**config.mk**
```make
export PLATFORM = sky130hd
export DESIGN_NAME = odd_even_transposition_sorter
export DESIGN_NICKNAME = d
export VERILOG_FILES = /design/src/rtl/ott_pkg.sv /design/src/rtl/ott_front.sv /design/src/rtl/ott_queue.sv /design/src/rtl/ott_back.sv /design/src/rtl/odd_even_transposition_sorter.sv
export SDC_FILE = /design/constraint.sdc
export NUM_CORES = 1
export LEC_CHECK = 0
export ABC_AREA = 1
export ABC_CLOCK_PERIOD_IN_PS = 2400
export BUFFER_PORTS_ARGS = -buffer_cell sky130_fd_sc_hd__clkbuf_2
export CAP_MARGIN = 10
export CORE_ASPECT_RATIO = 0.8
export CORE_MARGIN = 10
export CORE_UTILIZATION = 35
export DETAILED_ROUTE_END_ITERATION = 10
export PLACE_DENSITY = 0.53
export SLEW_MARGIN = 30
export SYNTH_ARGS = -nofsm -noshare
export SYNTH_HDL_FRONTEND = slang
export SYNTH_SLANG_ARGS = --single-unit
```
**constraint.sdc**
```tcl
create_clock -name clk -period 2.4 [get_ports clk]
set_clock_uncertainty 0.1 [all_clocks]
set_input_delay 0 -clock clk [delete_from_list [all_inputs] [get_ports clk]]
set_output_delay 0 -clock clk [all_outputs]
set_load 0.02 [all_outputs]
```
**src/rtl/ott_pkg.sv**
```systemverilog
// Shared types and constants of the odd-even transposition sorter.
`default_nettype none

package ott_pkg;

    localparam int VALUE_W      = 8;
    localparam int QUEUE_DEPTH  = 2;
    localparam int QUEUE_PTR_W  = $clog2(QUEUE_DEPTH);
    localparam int QUEUE_CNT_W  = $clog2(QUEUE_DEPTH + 1);

    typedef logic [VALUE_W-1:0] value_t;

    // One queued request: the byte and whether it completes a set.
    typedef struct packed {
        value_t value;
        logic   set_end;
    } q_entry_t;

    // Push side of the queue as driven by the front end.
    typedef struct packed {
        logic     valid;
        q_entry_t entry;
    } q_push_t;

    typedef enum logic [1:0] {
        ST_LOAD,
        ST_SORT,
        ST_EMIT
    } back_state_t;

endpackage

`default_nettype wire

```
**src/rtl/ott_front.sv**
```systemverilog
// Front end: accepts input requests and tags the one that completes a set.
`default_nettype none

module ott_front #(
    parameter int NUM_ITEMS = 16
) (
    input  wire logic            clk,
    input  wire logic            rst_n,
    input  wire logic            in_valid,
    output logic                 in_stall,
    input  wire ott_pkg::value_t value_in,
    input  wire logic            q_full,
    output ott_pkg::q_push_t     push
);

    localparam int CNT_W = (NUM_ITEMS > 1) ? $clog2(NUM_ITEMS) : 1;
    localparam logic [CNT_W-1:0] LAST_POS = CNT_W'(NUM_ITEMS - 1);

    logic [CNT_W-1:0] pos_reg;
    logic [CNT_W-1:0] pos_next;
    logic             accept;

    assign in_stall = q_full;
    assign accept   = in_valid && !q_full;

    always_comb
    begin
        push.valid         = accept;
        push.entry.value   = value_in;
        push.entry.set_end = (pos_reg == LAST_POS);
    end

    always_comb
    begin
        pos_next = pos_reg;
        if (accept)
        begin
            // wrap to the first position once a set is complete
            pos_next = (pos_reg == LAST_POS) ? '0 : pos_reg + CNT_W'(1);
        end
    end

    always_ff @(posedge clk or negedge rst_n)
    begin
        if (!rst_n)
        begin
            pos_reg <= '0;
        end
        else
        begin
            pos_reg <= pos_next;
        end
    end

endmodule

`default_nettype wire

```
**src/rtl/ott_queue.sv**
```systemverilog
// Short request queue between the front end and the sorting back end.
`default_nettype none

module ott_queue (
    input  wire logic              clk,
    input  wire logic              rst_n,
    input  wire ott_pkg::q_push_t  push,
    output logic                   full,
    output logic                   q_valid,
    output ott_pkg::q_entry_t      q_entry,
    input  wire logic              q_pop
);

    localparam int DEPTH = ott_pkg::QUEUE_DEPTH;
    localparam int PTR_W = ott_pkg::QUEUE_PTR_W;
    localparam int CNT_W = ott_pkg::QUEUE_CNT_W;

    ott_pkg::q_entry_t  mem_reg [DEPTH];
    logic [PTR_W-1:0]   wr_ptr_reg;
    logic [PTR_W-1:0]   wr_ptr_next;
    logic [PTR_W-1:0]   rd_ptr_reg;
    logic [PTR_W-1:0]   rd_ptr_next;
    logic [CNT_W-1:0]   count_reg;
    logic [CNT_W-1:0]   count_next;
    logic               do_push;
    logic               do_pop;

    assign full    = (count_reg == CNT_W'(DEPTH));
    assign q_valid = (count_reg != '0);
    assign q_entry = mem_reg[rd_ptr_reg];
    assign do_push = push.valid && !full;
    assign do_pop  = q_pop && q_valid;

    always_comb
    begin
        wr_ptr_next = do_push ? wr_ptr_reg + PTR_W'(1) : wr_ptr_reg;
        rd_ptr_next = do_pop  ? rd_ptr_reg + PTR_W'(1) : rd_ptr_reg;
        count_next  = count_reg;
        if (do_push && !do_pop)
        begin
            count_next = count_reg + CNT_W'(1);
        end
        else if (!do_push && do_pop)
        begin
            count_next = count_reg - CNT_W'(1);
        end
    end

    always_ff @(posedge clk or negedge rst_n)
    begin
        if (!rst_n)
        begin
            wr_ptr_reg <= '0;
            rd_ptr_reg <= '0;
            count_reg  <= '0;
        end
        else
        begin
            wr_ptr_reg <= wr_ptr_next;
            rd_ptr_reg <= rd_ptr_next;
            count_reg  <= count_next;
        end
    end

    always_ff @(posedge clk)
    begin
        if (do_push)
        begin
            mem_reg[wr_ptr_reg] <= push.entry;
        end
    end

endmodule

`default_nettype wire

```
**src/rtl/ott_back.sv**
```systemverilog
// Back end: element row, compare-exchange phases and sorted output.
`default_nettype none

module ott_back #(
    parameter int NUM_ITEMS = 16
) (
    input  wire logic              clk,
    input  wire logic              rst_n,
    input  wire logic              q_valid,
    input  wire ott_pkg::q_entry_t q_entry,
    output logic                   q_pop,
    output ott_pkg::value_t        value_out,
    output logic                   last_out,
    output logic                   out_valid,
    input  wire logic              out_stall
);

    localparam int CNT_W = (NUM_ITEMS > 1) ? $clog2(NUM_ITEMS) : 1;
    localparam logic [CNT_W-1:0] LAST_IDX = CNT_W'(NUM_ITEMS - 1);

    ott_pkg::back_state_t state_reg;
    ott_pkg::back_state_t state_next;
    ott_pkg::value_t      store_reg  [NUM_ITEMS];
    ott_pkg::value_t      store_next [NUM_ITEMS];
    logic [CNT_W-1:0]     phase_reg;
    logic [CNT_W-1:0]     phase_next;
    logic [CNT_W-1:0]     emit_reg;
    logic [CNT_W-1:0]     emit_next;
    logic                 out_take;

    assign out_take  = out_valid && !out_stall;
    assign value_out = store_reg[0];

    // next state
    always_comb
    begin
        state_next = state_reg;
        case (state_reg)
            ott_pkg::ST_LOAD:
            begin
                if (q_valid && q_entry.set_end)
                begin
                    state_next = ott_pkg::ST_SORT;
                end
            end
            ott_pkg::ST_SORT:
            begin
                if (phase_reg == LAST_IDX)
                begin
                    state_next = ott_pkg::ST_EMIT;
                end
            end
            ott_pkg::ST_EMIT:
            begin
                if (out_take && (emit_reg == LAST_IDX))
                begin
                    state_next = ott_pkg::ST_LOAD;
                end
            end
            default:
            begin
                state_next = ott_pkg::ST_LOAD;
            end
        endcase
    end

    // outputs
    always_comb
    begin
        q_pop     = 1'b0;
        out_valid = 1'b0;
        last_out  = 1'b0;
        case (state_reg)
            ott_pkg::ST_LOAD:
            begin
                q_pop = q_valid;
            end
            ott_pkg::ST_EMIT:
            begin
                out_valid = 1'b1;
                last_out  = (emit_reg == LAST_IDX);
            end
            default:
            begin
                q_pop = 1'b0;
            end
        endcase
    end

    // counters
    always_comb
    begin
        phase_next = phase_reg;
        emit_next  = emit_reg;
        case (state_reg)
            ott_pkg::ST_LOAD:
            begin
                phase_next = '0;
                emit_next  = '0;
            end
            ott_pkg::ST_SORT:
            begin
                phase_next = phase_reg + CNT_W'(1);
            end
            ott_pkg::ST_EMIT:
            begin
                if (out_take)
                begin
                    emit_next = emit_reg + CNT_W'(1);
                end
            end
            default:
            begin
                phase_next = '0;
            end
        endcase
    end

    // element row: shift in on load, one phase per sort cycle, shift out on emit
    always_comb
    begin
        for (int i = 0; i < NUM_ITEMS; i++)
        begin
            store_next[i] = store_reg[i];
        end
        case (state_reg)
            ott_pkg::ST_LOAD:
            begin
                if (q_valid)
                begin
                    for (int i = 0; i < NUM_ITEMS - 1; i++)
                    begin
                        store_next[i] = store_reg[i + 1];
                    end
                    store_next[NUM_ITEMS - 1] = q_entry.value;
                end
            end
            ott_pkg::ST_SORT:
            begin
                for (int i = 0; i < NUM_ITEMS - 1; i++)
                begin
                    if (((i & 1) == int'(phase_reg[0])) && (store_reg[i] > store_reg[i + 1]))
                    begin
                        store_next[i]     = store_reg[i + 1];
                        store_next[i + 1] = store_reg[i];
                    end
                end
            end
            ott_pkg::ST_EMIT:
            begin
                if (out_take)
                begin
                    for (int i = 0; i < NUM_ITEMS - 1; i++)
                    begin
                        store_next[i] = store_reg[i + 1];
                    end
                end
            end
            default:
            begin
                store_next[0] = store_reg[0];
            end
        endcase
    end

    always_ff @(posedge clk or negedge rst_n)
    begin
        if (!rst_n)
        begin
            state_reg <= ott_pkg::ST_LOAD;
            phase_reg <= '0;
            emit_reg  <= '0;
        end
        else
        begin
            state_reg <= state_next;
            phase_reg <= phase_next;
            emit_reg  <= emit_next;
        end
    end

    always_ff @(posedge clk)
    begin
        for (int i = 0; i < NUM_ITEMS; i++)
        begin
            store_reg[i] <= store_next[i];
        end
    end

    a_set_starts_sort: assert property (@(posedge clk) disable iff (!rst_n)
        (state_reg == ott_pkg::ST_LOAD && q_valid && q_entry.set_end)
        |=> (state_reg == ott_pkg::ST_SORT && phase_reg == '0))
        else $error("completed set did not start the sort at phase zero");

    a_sort_ends_in_emit: assert property (@(posedge clk) disable iff (!rst_n)
        (state_reg == ott_pkg::ST_SORT && phase_reg == LAST_IDX)
        |=> (state_reg == ott_pkg::ST_EMIT && emit_reg == '0))
        else $error("sort did not hand over to output at the first value");

    a_last_returns_to_load: assert property (@(posedge clk) disable iff (!rst_n)
        (out_take && last_out) |=> (state_reg == ott_pkg::ST_LOAD && !out_valid))
        else $error("output continued after the last value");

endmodule

`default_nettype wire

```
**src/rtl/odd_even_transposition_sorter.sv**
```systemverilog
// Top level of the odd-even transposition sorter.
`default_nettype none

// Collects NUM_ITEMS unsigned bytes, one per input request, sorts them with
// NUM_ITEMS odd-even compare-exchange phases and returns them smallest first,
// with last_out high on the final value of each set. The front end counts
// load positions and tags the request that completes a set; a two-entry
// queue parts it from the back end, so input requests keep flowing while the
// back end is busy until the queue fills. The back end holds the elements in
// a row of registers: it shifts in one value per cycle while the queue holds
// one, then runs one phase per cycle (all pairs of that phase compared in
// parallel), then shifts one result per accepted output request out of
// position zero. Up to two values of the next set are taken into the queue
// while a set is being sorted or emitted.
module odd_even_transposition_sorter #(
    parameter int NUM_ITEMS = 16
) (
    input  wire logic                 clk,
    input  wire logic                 rst_n,
    input  wire logic                 in_valid,
    output logic                      in_stall,
    input  wire logic [7:0]           value_in,
    output logic                      out_valid,
    input  wire logic                 out_stall,
    output logic [7:0]                value_out,
    output logic                      last_out
);

    ott_pkg::q_push_t  push;
    ott_pkg::q_entry_t q_entry;
    logic              q_full;
    logic              q_valid;
    logic              q_pop;

    // accept requests and mark the one that fills the last position
    ott_front #(
        .NUM_ITEMS (NUM_ITEMS)
    ) u_front (
        .clk      (clk),
        .rst_n    (rst_n),
        .in_valid (in_valid),
        .in_stall (in_stall),
        .value_in (value_in),
        .q_full   (q_full),
        .push     (push)
    );

    // hold requests while the back end sorts or emits
    ott_queue u_queue (
        .clk     (clk),
        .rst_n   (rst_n),
        .push    (push),
        .full    (q_full),
        .q_valid (q_valid),
        .q_entry (q_entry),
        .q_pop   (q_pop)
    );

    // load, sort and drain the element row
    ott_back #(
        .NUM_ITEMS (NUM_ITEMS)
    ) u_back (
        .clk       (clk),
        .rst_n     (rst_n),
        .q_valid   (q_valid),
        .q_entry   (q_entry),
        .q_pop     (q_pop),
        .value_out (value_out),
        .last_out  (last_out),
        .out_valid (out_valid),
        .out_stall (out_stall)
    );

endmodule

`default_nettype wire
```
# ---- Word-level counts from Yosys, hierarchy flattened
# Memories as Yosys holds them, arrays and structs flattened.
# Index checks and enable logic that the tools add are counted.
# Widths: inputs -> output; s select.
dict set report classes {
  reduce_logical 33
  eq_ne 10
  n_mux 38
  n_addsub 7
  magnitude_cmp 15
  n_bitwise 1
}
# op n
set ops {}
lappend ops {{$pmux 112 s3} 1}
lappend ops {{$mux 16} 18}
lappend ops {{$mux 128} 1}
lappend ops {{$gt 8x8->1} 15}
lappend ops {{$mux 120} 1}
lappend ops {{$pmux 8 s3} 1}
lappend ops {{$logic_and 1x1->1} 23}
lappend ops {{$pmux 4 s2} 2}
lappend ops {{$pmux 8 s2} 1}
lappend ops {{$add 4x1->4 const B} 3}
lappend ops {{$eq 4x4->1 const B} 3}
lappend ops {{$mux 2} 5}
lappend ops {{$mux 4} 2}
lappend ops {{$ne 2x1->1 const B} 4}
lappend ops {{$pmux 2 s3} 1}
lappend ops {{$reduce_bool 2->1} 3}
lappend ops {{$mux 1} 5}
lappend ops {{$eq 2x2->1 const B} 2}
lappend ops {{$logic_not 1->1} 4}
lappend ops {{$reduce_and 3->1} 1}
lappend ops {{$add 1x1->1 const B} 2}
lappend ops {{$add 2x1->2 const B} 1}
lappend ops {{$eq 2x1->1 const B} 1}
lappend ops {{$logic_not 2->1} 1}
lappend ops {{other kinds (3)} 3}
dict set report totals {
  inputBits 12
  reg_bits 18
  memories 2
  ram_bits 146
  word_cells 113
}
# name words width read_ports rd_clocked_by_memory_dff wr line
set memory_table {}
lappend memory_table {u_back.store_reg 16 8 16 0 16 ott_back.sv:23} ;# ott_pkg::value_t store_reg [NUM_ITEMS];
lappend memory_table {u_queue.mem_reg 2 9 1 0 1 ott_queue.sv:18} ;# ott_pkg::q_entry_t mem_reg [DEPTH];

# ---- Longest topological paths before layout
# Gate-level depths: netlist (run 1).
dict set report depth {
  ltp_word 21
  ltp_mapped 14
  depth_no_buf 13
}

# ---- By module
# A second synthesis (run 1) with hierarchy kept.
dict set report unflattened {
  hier_cells 1328
  hier_area_um2 10667.7
}
# module cells_per_inst n_inst area_each_um2
set modules_own_cells {}
lappend modules_own_cells {ott_back 1214 1 9481.6}
lappend modules_own_cells {ott_queue 78 1 895.9}
lappend modules_own_cells {ott_front 36 1 290.3}

# ---- Worst setup path after synthesis (run 1)
# No wires, ideal clock.
dict set report synth_path {
  path_kind {reg2reg}
  from {mem u_back.store_reg[0][7] (netlist name)}
  to {mem u_back.store_reg[0][0] (netlist name) (enable)}
  setup_ns 0.375
  n_path_buf 0
  slack_ns 0.303
  stages_incl_launch_ff 8
  arrival_time_ns 1.621
  cell_sequence {edfxtp_1 ha_1 nand2_1 nor2_1 nand2_1 nand2_1 nand2_1 a21oi_1}
}
# element line
set synth_rtl {}
lappend synth_rtl {{start, declared} ott_back.sv:23}

==> flow_summary.yaml, run 1 <==
place:
  gp_congestion: 0.7841
  dp_slack_ns: 0.1757
  portBuffers: 22
  hpwl_microns: 17290
  dpl_cell_area_sq_um: 11250
timing:
  slew_viol_final: 0
  setup_violations: 0
  timing.final.crit_share_pct: 92.44
  slew_headroom_pct: 44.43
  setup-tns-final_ns: 0
  fin_ws_ns: 0.1814
  rsz0062_at_grt: "false"
  tightest_slew_ns: 0.8309
  max_freq_ghz: 0.4507
  fin_crit_ns: 2.219
  hold_viol_final: 0
layout:
  areaGrowthSynthToFinish_pct: 13.01
  finish.utilization_pct: 40.48
  largest_reg_flops: 128
  layout-drive-gt1-share_pct: 7.868
  final_area_sq_um: 12000
  nets: 1483
  n_antenna_cell: 0
logic_synthesis:
  synth_top_family_by_area: "simple AND/OR/NAND/NOR gates"
  ys_warn_count: 0
  ys_ff_latch: 164
  synthCells: 1291
  synth_compound_area_share_pct: 4.725
  synthSimpleGateAreaFrac_pct: 26.62
  ys_seq_area_share_pct: 45.53
  synth_fp_nets: 1427
  synth_fa_ha_area_share_pct: 14.61
  synth_top_area_share_pct: 41.29
  synth_top_area_cell: "edfxtp_1"
  synthTopCellsByArea: "edfxtp_1 41%, nand2_1 19%, ha_1 15%"
  ys_types: 29
  syn_area_per_cell_sq_um: 8.224
  synth.area.mux_share_pct: 0
  synth_xor_area_share_pct: 0.4124
  synth_area_sq_um: 10620
worst_setup_path:
  endpoint_kind: "flip-flop"
  worst_ep_arrival_time_ns: 2.23
  r2r_cells: 9
  cp-start-kind: "flip-flop"
  r2r_slack_ns: 0.18
  worst_r2r_endpoint: "u_back.store_reg[3][11]"
  critPathKind: "flip-flop to flip-flop"
  worst_ep_required_time_ns: 2.41
  r2r_start: "u_back.store_reg[3][7]"
  path_max_fanout: 8
detailed_routing:
  num_vias: 7911
  viasPerCell: 4.480
  wl_per_cell_microns: 12.63
  drtIter0Drc: 396
  drt-total-wl_microns: 22310
  drc: 0
  drtAntennaViolNets: 0
  first_pass_iters: 5
floorplanning:
  start_util_pct: 35.82
  ios: 23
  die_h_microns: 175.8
  fp.coreArea_sq_um: 29640
  die_w_microns: 214.7
  die-area_sq_um: 37750
  row_count: 56
clocking:
  cts_inserted_buffers: 17
  cts_tree: "built"
  htreeDepth: 4
  clk_pin_slew_ns: 0.08
  clock_sinks: 164
  clock_path_buffers: 2
  clkLatencyLatePin_ns: 0.45
  cts-root-buf: "clkbuf_16"
run:
  drv_cap: 0
grt:
  grt_pass1_vias: 7880
  antenna_found_initial: 0
  grt.total_usage_pct: 12.37
  grt_pass1_wl_microns: 38580
  grt_overflow_total: 0
  grt_start_max_net_pins: 42
run_status:
  status: "finished clean"
min_path:
  hold_path_class: "input port to flip-flop"
  hold_depth: 2
  holdPathEnd: "u_queue.mem_reg[1][2]"
  min_from: "value_in[1]"
==> final cells by class <==
type | instances | area [sq um]
sequential | 164 | 4835
timing repair buffer | 47 | 340.3
multi-input combinational | 910 | 4926
tap | 406 | 508.0
clock inverter | 15 | 180.2
inverter | 207 | 784.5
fill | 2975 | 17640
clock buffer | 17 | 425.4
==> stage by stage <==
step	instances	hold WS, ns
floorplan	1291	-0.3956
global placement	1720	-0.1223
detailed placement	1720	-0.1171
CTS	1764	0.1632
global route	1766	0.1775
finish	1766	0.1767
==> cell usage after synthesis <==
cell      number
a21o_1        13
a21oi_1       54
a41o_1         1
buf_2          3
buf_4          3
buf_6          4
clkinv_1       1
dfrtp_1       18
edfxtp_1     146
ha_1         124
inv_1        203
inv_2          3
nand2_1      550
nand2_2        6
nand2_4       11
nand3_1       28
nand4_1        2
nor2_1        77
nor2_2         4
nor2_4        11
nor3_1         2
o21a_1         2
o21ai_0       15
o21ai_1        1
o21ai_2        1
o22ai_1        2
o31ai_1        1
xnor2_1        1
xor2_1         4
==> critical path, cell delays in order (launching register included) <==
cell and delay (ns):
edfxtp_1 0.46, ha_1 0.34, nand2_1 0.07, nor2_1 0.18
nand2_1 0.07, nand2_1 0.05, nand2_1 0.15, nand3_1 0.11
nand2_1 0.05, inv_1 0.28
==> routing by layer <==
| layer | track usage, % | share of wire, % | up-vias |
|---|---|---|---|
| met5 | 0 | 0 | - |
| met4 | 2.949 | 0.76 | 0 |
| met3 | 2.198 | 3.6 | 11 |
| met2 | 18.86 | 42 | 100 |
| met1 | 17.71 | 54 | 3582 |
| li1 | - | - | 4218 |
==> cells in the final DEF (no fill, tap or decap), types with 12 or more instances in the layout <==
cell type | netlist | routed
dlygate4sd3_1 | 0 | 12
clkbuf_16 | 0 | 17
a21o_1 | 13 | 13
nand2_1 | 550 | 549
nor2_1 | 77 | 77
clkbuf_2 | 0 | 22
nand3_1 | 28 | 28
edfxtp_1 | 146 | 146
o21ai_0 | 15 | 15
ha_1 | 124 | 124
inv_1 | 203 | 200
buf_4 | 3 | 12
a21oi_1 | 54 | 54
dfrtp_1 | 18 | 18
==> cell families (layout without fill, tap and decap cells) <==
group                    after synthesis  after routing
flip-flops                           164            164
adder cells (fa/ha/maj)              124            124
buffers and inverters                217            286
XOR/XNOR                               5              5
AND/OR/NAND/NOR                      691            691
AO/OA/AOI/OAI                         90             90
==> worst max-delay path by stage <==
stage                                          to  depth (start not counted)                    from  slack [ns]
after floorplan            u_back.store_reg[0][0]                          7  u_back.store_reg[0][7]        0.30
after global placement     u_back.store_reg[3][4]                         11  u_back.store_reg[3][1]        0.20
after detailed placement   u_back.store_reg[3][5]                         11  u_back.store_reg[3][1]        0.18
after CTS                 u_back.store_reg[3][15]                         11  u_back.store_reg[3][1]        0.17
after global routing      u_back.store_reg[6][15]                         10  u_back.store_reg[7][7]      0.0007
final                     u_back.store_reg[3][11]                          9  u_back.store_reg[3][7]        0.18
==> what timing repair did <==
item / in CTS / in global routing
endpoints found under the setup margin: 0 / 25
gates resized for setup: 0 / 4
hold buffers: 12 / 0
hold endpoints to repair: 44 / 0
buffers inserted: 0 / 2
Power of run 1 is left out: the tool's default activity adds up to more than one toggle a clock period on the data nets, which glitch-free logic cannot reach.
==> run 2, diff against run 1 <==
--- a/config.mk
+++ b/config.mk
@@ -6,8 +6,8 @@
 export NUM_CORES = 1
 export LEC_CHECK = 0
 export ABC_AREA = 1
-export ABC_CLOCK_PERIOD_IN_PS = 2400
-export BUFFER_PORTS_ARGS = -buffer_cell sky130_fd_sc_hd__clkbuf_2
+export ABC_CLOCK_PERIOD_IN_PS = 2100
+export BUFFER_PORTS_ARGS = -buffer_cell sky130_fd_sc_hd__buf_2
 export CAP_MARGIN = 10
 export CORE_ASPECT_RATIO = 0.8
 export CORE_MARGIN = 10
==> constraint.sdc (replaced) <==
create_clock -name clk -period 2.1 [get_ports clk]
set_clock_uncertainty 0.1 [all_clocks]
set_input_delay 0 -clock clk [delete_from_list [all_inputs] [get_ports clk]]
set_output_delay 0 -clock clk [all_outputs]
set_load 0.02 [all_outputs]
==> flow_summary.yaml, run 2 (synthesis results as in run 1) <==
grt:
  grt_start_max_net_pins: 22
  grt_pass1_wl_microns: 39170
  antenna_found_initial: 0
  grt.total_usage_pct: 12.57
  grt_pass1_vias: 7932
  grt_overflow_total: 0
run:
  drv_cap: 0
layout:
  nets: 1603
  layout-drive-gt1-share_pct: 19.12
  multiInputGateArea_sq_um: 5137
  ff_latch_area_sq_um: 4835
  n_antenna_cell: 0
  finish.utilization_pct: 44.50
  largest_reg_flops: 128
  final_cell_mix: "529 x nand2_1, 192 x inv_1, 146 x edfxtp_1"
  layout_commonest_cell: "nand2_1"
  finalNonFillerCells: 1886
  areaGrowthSynthToFinish_pct: 24.23
  fillers: 2914
worst_setup_path:
  path_max_fanout: 5
  r2r_cells: 10
  cp-start-kind: "flip-flop"
  critPathKind: "flip-flop to flip-flop"
  worst_ep_required_time_ns: 2.16
  worst_ep_arrival_time_ns: 2.10
  endpoint_kind: "flip-flop"
clocking:
  clock_sinks: 164
  clk_pin_slew_ns: 0.07
  htreeDepth: 4
  clkLatencyLatePin_ns: 0.44
  cts_tree: "built"
  clock_path_buffers: 2
  cts-root-buf: "clkbuf_16"
  cts_inserted_buffers: 17
detailed_routing:
  wl_per_cell_microns: 12.61
  first_pass_iters: 5
  drt-total-wl_microns: 23780
  drtAntennaViolNets: 0
  drtIter0Drc: 331
  num_vias: 8375
  viasPerCell: 4.441
  drc: 0
floorplanning:
  die_w_microns: 214.7
  row_count: 56
  die_h_microns: 175.8
  ios: 23
  start_util_pct: 35.82
  die-area_sq_um: 37750
  fp.coreArea_sq_um: 29640
run_status:
  status: "finished clean"
min_path:
  hold_path_class: "input port to asynchronous set/reset pin"
place:
  gp_congestion: 0.8021
  portBuffers: 22
  hpwl_microns: 18070
  place_inst: 1766
timing:
  tightest_slew_ns: 0.4766
  slew_viol_final: 0
  fin_crit_ns: 2.043
  setup_violations: 0
  rsz0062_at_grt: "true"
  max_freq_ghz: 0.4895
  hold_viol_final: 0
  timing.final.crit_share_pct: 97.28
  slew_headroom_pct: 67.89
==> run 2: cell types whose count changed in the layout (fill, tap and decap cells not counted), moves of 7 or more <==
cell	delta
a21oi_2	+7
inv_2	+9
nor2_1	-12
a21oi_1	-7
inv_1	-8
clkbuf_2	-22
buf_2	+23
nand2_2	+16
nand2_1	-20
nor2_2	+12
buf_4	+105
buf_6	+10
==> run 2: metrics by stage <==
| step | cell area, sq um | hold slack, ns | setup WS (ns) | setup TNS [ns] |
|---|---|---|---|---|
| floorplan | 10620 | -0.3956 | 0.003467 | 0 |
| global placement | 11660 | -0.1371 | -0.01601 | -0.06313 |
| detailed placement | 11660 | -0.1355 | -0.01345 | -0.08276 |
| CTS | 12400 | 0.1641 | 0.001383 | 0 |
| global route | 13190 | 0.08905 | -0.04137 | -1.139 |
| finish | 13190 | 0.02514 | 0.05717 | 0 |
==> run 2: per-layer routing <==
| metal | wire (microns) | up-vias | track usage (%) |
|---|---|---|---|
| li1 | - | 4466 | - |
| met1 | 12970 | 3827 | 18.28 |
| met2 | 9982 | 68 | 18.78 |
| met3 | 600 | 14 | 2.009 |
| met4 | 229 | 0 | 3.480 |
| met5 | 0 | - | 0 |
==> run 2: critical path: stages, from the launching register on <==
cell      delay [ns]
edfxtp_1        0.46
ha_1            0.34
nand2_1         0.07
nor2_1          0.17
nand2_1         0.07
nand2_1         0.08
nand2_2         0.10
nand3_1         0.10
nand2_1         0.05
inv_1           0.07
buf_4           0.14
==> run 2: final timing paths <==
path	slack, ns	start	end
setup reg to reg	0.06	u_back.store_reg[1][7]	u_back.store_reg[1][4]
min in group clk	0.19	value_in[0]	u_queue.mem_reg[1][1]
setup / recovery	0.06	u_back.store_reg[1][7]	u_back.store_reg[1][4]
hold / removal	0.03	rst_n	u_queue.wr_ptr_reg
hold reg to reg	0.41	u_front.pos_reg[0]	u_front.pos_reg[0]
max in group asynchronous	1.58	rst_n	u_back.state_reg[1]
==> run 2: layout make-up <==
cell class | count | area share (%)
clock buffers | 17 | 3.225
clock inverters | 15 | 1.281
inverters | 207 | 5.910
multi-input cells | 910 | 38.95
flip-flops and latches | 164 | 36.65
well taps | 406 | 3.851
repair buffers | 167 | 10.13
==> run 2: repair_timing <==
| action | 4_1_cts | 5_1_grt |
|---|---|---|
| hold buffers | 12 | 0 |
| hold endpoints to repair | 44 | 0 |
| gates resized for setup | 2 | 72 |
| buffers inserted | 3 | 73 |
| pin swaps | 0 | 21 |
| endpoints found under the setup margin | 24 | 199 |
Power of run 2 is left out for the same reason.
